<file path="src/gcd_pkg.sv">
// Shared types and constants for the gyro calibration block.
// No dependencies.
package gcd_pkg;
   localparam int RAW_W  = 16;
   localparam int RATE_W = 21;
   localparam int CNT_W  = 11;
   localparam int FAC_W  = 20;
   localparam int MAX_CALIB = 1024;
   localparam int FRAC = 8;
   localparam int SUM_W  = 27;
   localparam int SQ_W   = 41;
   localparam int BIAS_W = 25;
   localparam int SIG_W  = 24;
   localparam int VAR_W  = 68;

   localparam logic [1:0] CSR_SCALE  = 2'd0;
   localparam logic [1:0] CSR_CALIB  = 2'd1;
   localparam logic [1:0] CSR_THRESH = 2'd2;

   localparam logic OP_CALIB   = 1'b0;
   localparam logic OP_MEASURE = 1'b1;

   // per-digit dps factor, unsigned Q24
   function automatic logic [FAC_W-1:0] dps_factor(input logic [1:0] sel);
      logic [FAC_W-1:0] f;
      unique case (sel)
         2'd0: f = 20'd128060;
         2'd1: f = 20'd256138;
         2'd2: f = 20'd511487;
         default: f = 20'd1022991;
      endcase
      return f;
   endfunction

   // datapath commands from the controller
   typedef struct packed {
      logic       load;      // capture input item
      logic       acc;       // add item to sums (one axis per step)
      logic       meas;      // run one measurement axis
      logic [1:0] axis;
      logic       div_start; // start end-of-calibration work on an axis
      logic       finish;    // store bias/sigma, clear sums; last axis sets calibrated
      logic       out_load;  // move result to output register
   } cmd_type;

   typedef struct packed {
      logic div_busy;
      logic calib_done;  // sample count reached limit
   } stat_type;
endpackage

</file>
<file path="src/gcd_ctrl.sv">
// Controller: sequences accumulate, calibration end and measurement steps.
// Depends on gcd_pkg.
module gcd_ctrl import gcd_pkg::*; (
   input  logic     clock,
   input  logic     reset,
   input  logic     req_valid,
   output logic     req_ready,
   input  logic     req_operation,
   output logic     rsp_valid,
   input  logic     rsp_ready,
   output cmd_type  cmd,
   input  stat_type stat
);
   localparam logic [2:0] S_IDLE = 3'd0, S_ACC = 3'd1, S_DSTART = 3'd2,
                          S_DWAIT = 3'd3, S_MEAS = 3'd4, S_OUT = 3'd5;
   logic [2:0] st_ff, st_in;
   logic [1:0] ax_ff, ax_in;
   logic ov_ff, ov_in, wait_ff, wait_in;

   assign req_ready = (st_ff == S_IDLE);
   assign rsp_valid = ov_ff;

   always_comb begin
      st_in = st_ff; ax_in = ax_ff; wait_in = 1'b0;
      ov_in = ov_ff && !rsp_ready;
      cmd = '0; cmd.axis = ax_ff;
      unique case (st_ff)
         S_IDLE: if (req_valid) begin
            cmd.load = 1'b1; ax_in = '0;
            st_in = (req_operation == OP_CALIB) ? S_ACC : S_MEAS;
         end
         S_ACC: begin
            cmd.acc = 1'b1; ax_in = ax_ff + 2'd1;
            if (ax_ff == 2'd2) begin
               ax_in = '0;
               st_in = stat.calib_done ? S_DSTART : S_IDLE;
            end
         end
         S_DSTART: begin
            cmd.div_start = 1'b1; st_in = S_DWAIT; wait_in = 1'b1;
         end
         S_DWAIT: if (!wait_ff && !stat.div_busy) begin
            cmd.finish = 1'b1; ax_in = ax_ff + 2'd1;
            st_in = (ax_ff == 2'd2) ? S_IDLE : S_DSTART;
            if (ax_ff == 2'd2) ax_in = '0;
         end
         S_MEAS: begin
            cmd.meas = 1'b1; ax_in = ax_ff + 2'd1;
            if (ax_ff == 2'd2) begin ax_in = '0; st_in = S_OUT; end
         end
         S_OUT: if (!ov_ff || rsp_ready) begin
            cmd.out_load = 1'b1; ov_in = 1'b1; st_in = S_IDLE;
         end
         default: st_in = S_IDLE;
      endcase
   end

   always_ff @(posedge clock) begin
      if (reset) begin
         st_ff <= S_IDLE; ax_ff <= '0; ov_ff <= 1'b0; wait_ff <= 1'b0;
      end else begin
         st_ff <= st_in; ax_ff <= ax_in; ov_ff <= ov_in;
         wait_ff <= wait_in;
      end
   end
endmodule

</file>
<file path="config.mk">
export PLATFORM = sky130hd
export DESIGN_NAME = gcd_ctrl
export DESIGN_NICKNAME = d
export VERILOG_FILES = /design/src/gcd_pkg.sv /design/src/gcd_ctrl.sv
export SDC_FILE = /design/constraint.sdc
export NUM_CORES = 1
export LEC_CHECK = 0
export BUFFER_PORTS_ARGS = -buffer_cell sky130_fd_sc_hd__buf_2
export CAP_MARGIN = 10
export CORE_AREA = 2 2 39 41
export CTS_CLUSTER_SIZE = 12
export DETAILED_ROUTE_END_ITERATION = 10
export DIE_AREA = 0 0 41 43
export GPL_TIMING_DRIVEN = 0
export SYNTH_ARGS = -nofsm -noshare
export SYNTH_HDL_FRONTEND = slang
export SYNTH_SLANG_ARGS = --single-unit
</file>
<file path="constraint.sdc">
create_clock -name clock -period 4.17 [get_ports clock]
set_input_delay 0.6255 -clock clock [delete_from_list [all_inputs] [get_ports clock]]
set_output_delay 0.6255 -clock clock [all_outputs]
set_load 0.005 [all_outputs]
</file>
==> metrics.txt, run 1 <==
outcome finished clean; Yosys cell types 29; static leakage 0.000243 uW; leading area contributor after synthesis dfxtp_1; Iter 0 DRT Violations 4; Critical Path Slowest Stage Cell clkbuf_1; power share of the combinational group 0.550; largest net degree at the start of global routing 11; CP max stage delay 0.37 ns; GP Congestion 0.711; hold_sp ax_ff[1]; DRT antenna net count 0; Hold-fix buffers, CTS 0; buffer count from post-CTS setup fixing 0; core box area 1380 um2; WS Path Type reg2out; first-pass GRT wire length 1660 um; Clock Power Share 0.186; final WL 1030 um; Ant. Diodes 0; fin. max-slew vios 0; Hold Path Class reg2reg; Worst Max-Slew Pin Slew 0.396 ns; Ys Warns 0; later-pin clock latency in the skew report 0.25 ns; Sw Share 0.391; crit-path max FO 10; Root Driver clkbuf_4; Critical Path AT 1.57 ns; vias in the first global route 400; grt total ovfl 0; # DRC 0; P&R area growth vs syn 26.6%; via count 486; worst setup path startpoint st_ff[2]; syn_nets 64; hpwl dp 751 um; Setup TNS 0 ns; WP buf/inv 3; Synth top area share 0.307; Post-Syn Area 457 um2; Worst setup SP type flip-flop; Hold Slack 0.482 ns; unrepaired setup endpoints after global routing no; first-pass detailed-route iteration total 4; critical path's most frequent cell clkbuf_1; antenna violations before repair 0; # H-tree levels 1; placed instance area 552 um2; fin area 578 um2; Max clock buf depth 2; MaxCap Viol Count 0; sequential share of the synthesized area 0.307; main flop type after synthesis dfxtp_1; Worst-path clk slew 0.06 ns; Pwr Density 595 nW/um2; Critical R2R Launch st_ff[0]; Yosys reg bits 7; Die W 41 um; Critical Path, Cell by Cell clkbuf_1, clkbuf_1, nor3_1, and2_1, buf_2; CTS Buf Count 3; total track usage 0.140; Die Area 1760 um2; Die Ht 43 um; final worst clock skew 0.00305 ns; Post-Syn Instances 57; Setup violations, final 0; syn_area_per_cell 8.01 um2; Final #Nets 84; FFs w/ async S/R, synth 0; post-route clock period utilization 0.525; max_slew headroom 0.736; CP top delay family buffers and inverters; fin util 0.418; Fmax achieved 0.456 GHz; Final Hold Viols 0; Worst EP required 3.54 ns; Period minus WS final 2.19 ns; CTS sink count 7; CTS resizes 0; Initial Util 0.330; EDFF count, synth 0; port buffer count 15; Psw 134 uW; post-DR vias/cell 5.28; CTS tree yes; fraction of layout cells with a size suffix above 1 0.289; DR WL/cell 11.2 um; cell row count 14; largest cells by area after synthesis dfxtp_1 31%, a21oi_1 5.5%, nor2b_1 5.5%; maximum VDD drop 275 uV; io pins 17; sequential power share 0.264; capturing element type of the critical path primary output; Internal Power 209 uW
metrics by stage:
step	instances	setup slack (ns)	power, uW
finish	92	1.98	344
global route	92	1.84	376
CTS	92	1.97	348
detailed placement	88	2.03	281
global placement	88	2.04	279
floorplan	57	2.21	231
registers in the layout, indices dropped and copies added, names as in the netlist:
register / flops
st_ff: 3
ax_ff: 2
rsp_valid: 1
wait_ff: 1
cells in the mapped netlist, types with 2 or more instances:
| cell | count |
|---|---|
| a21oi_1 | 5 |
| and2_1 | 2 |
| buf_4 | 2 |
| clkbuf_1 | 3 |
| dfxtp_1 | 7 |
| nand2_1 | 2 |
| nand3b_1 | 2 |
| nor2_1 | 5 |
| nor2b_1 | 4 |
| nor3_1 | 4 |
| nor3b_1 | 3 |
final timing paths:
check	end	slack [ns]	cells after the start
setup / recovery	cmd[7]	1.98	5
hold / removal	ax_ff[1]	0.48	2
setup reg to reg	ax_ff[0]	2.36	5
hold reg to reg	ax_ff[1]	0.48	2
layout make-up:
class                      count  area [um2]
fill                         156         806
multi-input combinational     43         282
sequential                     7         140
timing repair buffer          15        75.1
buffer                         7        35.0
clock buffer                   4        26.3
tap                           16        20.0
worst reg2reg max path, stage by stage, from the launching register on:
cell     delay [ns]
dfxtp_1        0.31
buf_4          0.14
or3b_1         0.35
a221o_1        0.34
or4_1          0.47
a21oi_1        0.14
power by group through the flow:
stage	Sequential, uW	Clock (uW)	Combinational, uW
final	90.8	64.0	189
after CTS	91.1	67.4	189
after detailed placement	92.7	0	188
after global routing	91.7	70.8	213
after floorplan	91.2	0	140
after global placement	91.7	0	187
per-layer routing:
layer,share of wire,track usage,vias to the layer above
met1,0.48,0.176,221
li1,-,-,248
met3,0.051,0.0628,2
met4,0.014,0.0800,0
met5,0,0,-
met2,0.46,0.191,15
logic make-up after synthesis:
family | after synthesis | synth area share
XOR/XNOR | 1 | 0.0192
AO/OA/AOI/OAI | 13 | 0.200
flip-flops | 7 | 0.307
multiplexers | 2 | 0.0466
AND/OR/NAND/NOR | 27 | 0.351
buffers and inverters | 7 | 0.0767
placed cells by master (no fill, tap or decap):
cell / instances
o311a_1: 1
or3b_1: 1
a31oi_1: 1
o211ai_1: 1
or3_1: 1
xnor2_1: 1
o22ai_1: 1
dfxtp_1: 7
nand2b_1: 1
a221o_1: 1
a2111oi_0: 1
nor3b_1: 3
mux2_1: 1
nand3b_1: 2
buf_1: 1
clkbuf_4: 3
nor2_1: 5
nor3_1: 4
mux2i_1: 1
and2_1: 2
buf_2: 16
or4_1: 1
buf_4: 2
or4b_1: 1
o32ai_1: 1
a31o_2: 1
clkbuf_1: 4
nand2_1: 2
a21oi_1: 5
nor2b_1: 4
Power figures use the tool's default switching activity.
==> run 2, diff against run 1 <==
--- a/config.mk
+++ b/config.mk
@@ -5,6 +5,7 @@
 export SDC_FILE = /design/constraint.sdc
 export NUM_CORES = 1
 export LEC_CHECK = 0
+export ABC_AREA = 1
 export BUFFER_PORTS_ARGS = -buffer_cell sky130_fd_sc_hd__buf_2
 export CAP_MARGIN = 10
 export CORE_AREA = 2 2 39 41
@@ -12,6 +13,7 @@
 export DETAILED_ROUTE_END_ITERATION = 10
 export DIE_AREA = 0 0 41 43
 export GPL_TIMING_DRIVEN = 0
+export PLACE_DENSITY = 0.65
 export SYNTH_ARGS = -nofsm -noshare
 export SYNTH_HDL_FRONTEND = slang
 export SYNTH_SLANG_ARGS = --single-unit
==> constraint.sdc (replaced) <==
create_clock -name clock -period 1.8 [get_ports clock]
set_input_delay 0.27 -clock clock [delete_from_list [all_inputs] [get_ports clock]]
set_output_delay 0.27 -clock clock [all_outputs]
set_load 0.005 [all_outputs]
==> run 2 against run 1 <==
Die area unchanged. Highest routed layer unchanged. Cell count grew 30%. Clock skew decreased by 0.00084 ns. Worst setup slack got worse by 1.7 ns. Largest power group unchanged. Sequential power increased to 2.7 times the previous value. Power grew to 2.8 times the previous value. Via count increased by 16%. Count of clock-buffer cells in the layout did not move. Critical path type unchanged. Utilization rose by 3.9 points. Global-route usage up 2.2 points.
==> metrics.txt, run 2 <==
hpwl dp 874 um (was 751 um); leading area contributor after synthesis dfxtp_1 (unchanged); power share of the combinational group 0.595 (was 0.550); Worst setup SP type flip-flop (unchanged); # H-tree levels 1 (unchanged); post-DR vias/cell 4.68 (was 5.28); core box area 1380 um2 (unchanged); Critical R2R Launch st_ff[2] (was st_ff[0]); maximum VDD drop 583 uV (was 275 uV); DRT antenna net count 0 (unchanged); CTS sink count 7 (unchanged); GP Congestion 0.839 (was 0.711); sequential power share 0.249 (was 0.264); Pwr Density 1540 nW/um2 (was 595 nW/um2); Hold Crit Depth 2 (unchanged); Setup TNS 0 ns (unchanged); Ant. Diodes 0 (unchanged); placed instance area 606 um2 (was 552 um2); antenna violations before repair 0 (unchanged); max reg flops 3 (unchanged); Post-Syn Instances 84 (was 57); syn_area_per_cell 6.02 um2 (was 8.01 um2); Max clock buf depth 2 (unchanged); Synth top area share 0.277 (was 0.307); reg2reg end ax_ff[1] (was ax_ff[0]); Post-Syn Area 505 um2 (was 457 um2); register area 140 um2 (unchanged); Final #Nets 112 (was 84); Final Hold Viols 0 (unchanged); Psw 460 uW (was 134 uW); leading registers by flop count st_ff x3, ax_ff x2 (unchanged); syn_nets 91 (was 64); fin. max-slew vios 0 (unchanged); first-pass detailed-route iteration total 4 (unchanged); max_slew headroom 0.839 (was 0.736); Hold Path Class in2reg (was reg2reg); Worst EP required 1.53 ns (was 3.54 ns); DR WL/cell 9.36 um (was 11.2 um); Die Area 1760 um2 (unchanged); CTS Buf Count 3 (unchanged); hold_sp reset (was ax_ff[1]); first-pass GRT wire length 1770 um (was 1660 um); crit-path max FO 10 (unchanged); FFs w/ async S/R, synth 0 (unchanged); vias in the first global route 457 (was 400); P&R area growth vs syn 25.0% (was 26.6%); area of the multi-input gates 298 um2 (was 282 um2); commonest non-fill, non-tap cell in the layout nand2_1 (was buf_2); capturing element type of the critical path primary output (unchanged); grt total ovfl 0 (unchanged); WS Path Type reg2out (unchanged); port buffer count 16 (was 15); Iter 0 DRT Violations 7 (was 4); DP Worst Slack 0.606 ns (was 2.03 ns); MaxCap Viol Count 0 (unchanged); largest net degree at the start of global routing 11 (unchanged); fillers 158 (was 156); CTS tree yes (unchanged); Initial Util 0.365 (was 0.330); Worst Max-Slew Pin Slew 0.242 ns (was 0.396 ns); static leakage 0.000348 uW (was 0.000243 uW); Die Ht 43 um (unchanged); CTS resizes 0 (unchanged); post-route clock period utilization 0.822; fraction of layout cells with a size suffix above 1 0.356 (was 0.289); outcome finished clean (unchanged); slack of the worst reg-to-reg path 0.65 ns (was 2.36 ns); Yosys reg bits 7 (unchanged); EDFF count, synth 0 (unchanged); total track usage 0.163 (was 0.140); io pins 17 (unchanged); Critical Path AT 1.21 ns (was 1.57 ns); commonest cells after routing, fill and taps aside 17 x nand2_1, 16 x buf_2, 15 x nor2_1 (was 16 x buf_2, 7 x dfxtp_1, 5 x nor2_1, 5 x a21oi_1); final worst clock skew 0.00220 ns (was 0.00305 ns); main flop type after synthesis dfxtp_1 (unchanged); Hold-fix buffers, CTS 0 (unchanged); Root Driver clkbuf_4 (unchanged); via count 562 (was 486); Post-synth top cells 17 x nand2_1, 15 x nor2_1, 10 x inv_1, 7 x dfxtp_1 (was 7 x dfxtp_1, 5 x a21oi_1, 5 x nor2_1, 4 x nor2b_1, 4 x nor3_1); Worst-path clk slew 0.05 ns (was 0.06 ns); Die W 41 um (unchanged); Period minus WS final 1.48 ns; # DRC 0 (unchanged); Fmax achieved 0.676 GHz; Clock Power Share 0.157 (was 0.186); Reg with most FFs st_ff (unchanged); final WL 1120 um (was 1030 um); Setup violations, final 0 (unchanged); Internal Power 515 uW (was 209 uW); most instantiated library cell after synthesis nand2_1 (was dfxtp_1); Yosys cell types 18 (was 29); Ys Warns 0 (unchanged); later-pin clock latency in the skew report 0.26 ns (was 0.25 ns); hold endpoint st_ff[2] (was ax_ff[1]); Final WS setup 0.320 ns (was 1.98 ns); fin cells 120 (was 92); Worst R2R Path Depth 7 (was 5); unrepaired setup endpoints after global routing no (unchanged); buffer count from post-CTS setup fixing 0 (unchanged); Sw Share 0.472 (was 0.391); cell row count 14 (unchanged); Placed Cells 116 (was 88); fin area 632 um2 (was 578 um2); sequential share of the synthesized area 0.277 (was 0.307); largest cells by area after synthesis dfxtp_1 28%, nand2_1 13%, nor2_1 11% (was dfxtp_1 31%, a21oi_1 5.5%, nor2b_1 5.5%)
run 2: metrics by stage:
stage | hold WS [ns] | utilization | total power, uW
2_1_floorplan | 0.332 | - | 682
3_3_place_gp | 0.510 | 0.438 | 823
3_5_place_dp | 0.503 | 0.438 | 826
4_1_cts | 0.219 | 0.457 | 988
5_1_grt | 0.241 | 0.457 | 1070
6_report | 0.235 | 0.457 | 975
run 2: final cells by class:
cell class	count	area share
Buffer	2	0.0238
Clock buffer	4	0.0416
Inverter	14	0.0832
Sequential cell	7	0.222
Multi-Input combinational cell	61	0.471
Timing Repair Buffer	16	0.127
Tap cell	16	0.0317
run 2: logic make-up after synthesis:
| group | Yosys count | synth area share |
|---|---|---|
| buffers and inverters | 16 | 0.134 |
| AND/OR/NAND/NOR | 54 | 0.512 |
| flip-flops | 7 | 0.277 |
| AO/OA/AOI/OAI | 7 | 0.0767 |
run 2: worst max path at each step:
stage	start	endpoint	slack, ns	cells past startpoint
2_1_floorplan	st_ff[2]	cmd[2]	0.75	5
3_3_place_gp	st_ff[2]	cmd[2]	0.60	6
3_5_place_dp	st_ff[2]	cmd[2]	0.61	6
4_1_cts	st_ff[2]	cmd[2]	0.31	6
5_1_grt	st_ff[2]	cmd[2]	0.24	6
6_report	st_ff[2]	cmd[2]	0.32	6
run 2: metal layers:
layer | wire length, um | up-vias | share of wire | global-route usage
met5 | 0 | - | 0 | 0
met4 | 48 | 0 | 0.043 | 0.160
met3 | 54 | 4 | 0.048 | 0.0785
met2 | 541 | 8 | 0.48 | 0.241
met1 | 478 | 250 | 0.43 | 0.148
li1 | - | 300 | - | -
run 2: worst max-delay path: stages (launching register included):
cell and delay, ns:
dfxtp_1 0.35, buf_4 0.19, nor2_1 0.07, nand2_1 0.07, inv_1 0.04, buf_4 0.11
buf_2 0.11
run 2: power groups by stage:
stage	Combinational (uW)	Sequential (uW)	Clock, uW
floorplan	440	242	0
global placement	578	245	0
detailed placement	581	245	0
CTS	584	242	162
global route	653	252	166
finish	580	242	153
==> run 3, diff against run 2 <==
--- a/config.mk
+++ b/config.mk
@@ -5,7 +5,7 @@
 export SDC_FILE = /design/constraint.sdc
 export NUM_CORES = 1
 export LEC_CHECK = 0
-export ABC_AREA = 1
+export ABC_AREA = 0
 export BUFFER_PORTS_ARGS = -buffer_cell sky130_fd_sc_hd__buf_2
 export CAP_MARGIN = 10
 export CORE_AREA = 2 2 39 41
@@ -13,7 +13,6 @@
 export DETAILED_ROUTE_END_ITERATION = 10
 export DIE_AREA = 0 0 41 43
 export GPL_TIMING_DRIVEN = 0
-export PLACE_DENSITY = 0.65
 export SYNTH_ARGS = -nofsm -noshare
 export SYNTH_HDL_FRONTEND = slang
 export SYNTH_SLANG_ARGS = --single-unit
==> constraint.sdc (replaced) <==
create_clock -name clock -period 1.4 [get_ports clock]
set_input_delay 0.21 -clock clock [delete_from_list [all_inputs] [get_ports clock]]
set_output_delay 0.21 -clock clock [all_outputs]
set_load 0.005 [all_outputs]
==> run 3 against run 2 <==
Worst setup slack got worse by 0.69 ns. The flow now finishes with violations (setup timing). Final area rose by 27%. Sequential power rose by 35%. Worst hold slack improved by 0.13 ns. Count of clock-buffer cells in the layout did not move. Utilization rose by 12 points. Power rose by 69%. Via count fell by 0.53%.
==> metrics.txt, run 3 (synthesis gave the netlist of run 1 again) <==
Critical Path Slowest Stage Cell or4b_1 (was dfxtp_1); hpwl dp 792 um (was 874 um); vias in the first global route 471 (was 457); Die W 41 um (unchanged); hold_sp rsp_ready (was reset); Hold Crit Depth 3 (was 2); CTS tree yes (unchanged); antenna violations before repair 0 (unchanged); leading registers by flop count st_ff x3, ax_ff x2 (unchanged); WS Path Type reg2reg (was reg2out); post-DR vias/cell 5.65 (was 4.68); register area 150 um2 (was 140 um2); Hold Slack 0.362 ns (was 0.235 ns); core box area 1380 um2 (unchanged); Worst-path clk slew 0.05 ns (about the same); P&R area growth vs syn 75.3% (was 25.0%); unrepaired setup endpoints after global routing yes (was no); commonest non-fill, non-tap cell in the layout buf_2 (was nand2_1); reg2reg end ax_ff[1] (unchanged); Max clock buf depth 2 (unchanged); max_slew headroom 0.679 (was 0.839); area of the multi-input gates 393 um2 (was 298 um2); via count 559 (was 562); Worst Max-Slew Pin Slew 0.481 ns (was 0.242 ns); Fmax achieved 0.567 GHz; io pins 17 (unchanged); Root Driver clkbuf_4 (unchanged); fraction of layout cells with a size suffix above 1 0.614 (was 0.356); Final WS setup -0.365 ns (was 0.320 ns); capturing element type of the critical path flip-flop (was primary output); grt total ovfl 0 (unchanged); crit-path max FO 4 (was 10); # DRC 0 (unchanged); GP Congestion 0.662 (was 0.839); Die Area 1760 um2 (unchanged); Setup violations, final 12 (was 0); Worst EP required 1.58 ns (was 1.53 ns); Worst R2R Path Depth 4 (was 7); final WL 1560 um (was 1120 um); final worst clock skew 0.00120 ns (was 0.00220 ns); CP top delay family simple AND/OR/NAND/NOR gates (was buffers and inverters); hold endpoint rsp_valid (was st_ff[2]); DR WL/cell 15.8 um (was 9.36 um); MaxCap Viol Count 0 (unchanged); largest net degree at the start of global routing 11 (unchanged); CTS sink count 7 (unchanged); fillers 120 (was 158); first-pass GRT wire length 2080 um (was 1770 um); static leakage 0.000334 uW (was 0.000348 uW); Period minus WS final 1.76 ns; fin. max-slew vios 0 (unchanged); CP max stage delay 0.49 ns (was 0.35 ns); total track usage 0.175 (was 0.163); WP buf/inv 0 (was 4); Ant. Diodes 0 (unchanged); post-route clock period utilization 1.26; Hold-fix buffers, CTS 0 (unchanged); Pwr Density 2060 nW/um2 (was 1540 nW/um2); later-pin clock latency in the skew report 0.25 ns (was 0.26 ns); slack of the worst reg-to-reg path -0.36 ns (was 0.65 ns); Critical Path AT 1.94 ns (was 1.21 ns); CTS Buf Count 3 (unchanged); # H-tree levels 1 (unchanged); maximum VDD drop 756 uV (was 583 uV); Initial Util 0.330 (was 0.365); failing checks setup timing; first-pass detailed-route iteration total 4 (unchanged); worst setup path startpoint st_ff[0] (was st_ff[2]); Critical Path, Cell by Cell or3b_1, a221o_1, or4b_1, a21oi_1 (was buf_4, nor2_1, nand2_1, inv_1, buf_4, buf_2); outcome complete, but fails checks (was finished clean); commonest cells after routing, fill and taps aside 15 x buf_2, 9 x buf_4, 4 x nor2b_1 (was 17 x nand2_1, 16 x buf_2, 15 x nor2_1); Die Ht 43 um (unchanged); Iter 0 DRT Violations 12 (was 7); DP Worst Slack -0.420 ns (was 0.606 ns); Hold Path Class in2reg (unchanged); Worst setup SP type flip-flop (unchanged); cell row count 14 (unchanged); Reg with most FFs st_ff (unchanged); DRT antenna net count 0 (unchanged); port buffer count 15 (was 16); Placed Cells 88 (was 116); Critical R2R Launch st_ff[0] (was st_ff[2]); fin cells 99 (was 120); max reg flops 3 (unchanged); Setup TNS -1.85 ns (was 0 ns); Final Hold Viols 0 (unchanged); Final #Nets 91 (was 112)
run 3: cell types whose count changed in the layout (fill, tap and decap cells not counted), sizes merged, moves of 3 or more:
cell / change
nor2: -13
inv: -14
nor2b: +4
o21ai: -4
nand3: -6
nand2: -21
nor3b: +3
buf: +11
run 3: worst max path at each step:
stage,end,depth (start not counted)
2_1_floorplan,ax_ff[0],5
3_3_place_gp,ax_ff[0],5
3_5_place_dp,ax_ff[0],5
4_1_cts,ax_ff[1],4
5_1_grt,ax_ff[1],4
6_report,ax_ff[1],4
run 3: tightest hold or removal path: stages:
cell	delay [ns]
buf_2	0.07
nand2b_1	0.18
a21oi_1	0.09
run 3: final cells by class:
type | count | area share
multi-input combinational | 43 | 0.491
timing repair buffer | 25 | 0.212
sequential | 7 | 0.188
buffer | 4 | 0.0516
clock buffer | 4 | 0.0328
tap | 16 | 0.0250
run 3: power breakdown:
group / total, uW / switching (uW) / internal [uW] / leakage, uW
Combinational: 1140 / 481 / 664 / 0.000260
Clock: 179 / 70.4 / 108 / 0.0000150
Sequential: 326 / 65.7 / 260 / 0.0000593
Total: 1650 / 617 / 1030 / 0.000334
run 3: what timing repair did:
| action | CTS | global route |
|---|---|---|
| setup endpoints to repair | 10 | 12 |
| gates resized for setup | 16 | 22 |
| pin swaps | 9 | 9 |
| setup buffers | 5 | 5 |
run 3: routing by layer:
layer,share of wire,vias to the layer above,track usage
li1,-,261,-
met1,0.44,274,0.212
met2,0.50,18,0.266
met3,0.042,6,0.0314
met4,0.024,0,0.120
met5,0,-,0
run 3: stage by stage:
| stage | utilization | cell area, um2 | power [uW] |
|---|---|---|---|
| 2_1_floorplan | - | 463 | 705 |
| 5_1_grt | 0.579 | 801 | 1750 |
| 6_report | 0.579 | 801 | 1650 |
| 4_1_cts | 0.476 | 659 | 1190 |
| 3_5_place_dp | 0.403 | 558 | 859 |
| 3_3_place_gp | 0.403 | 558 | 851 |
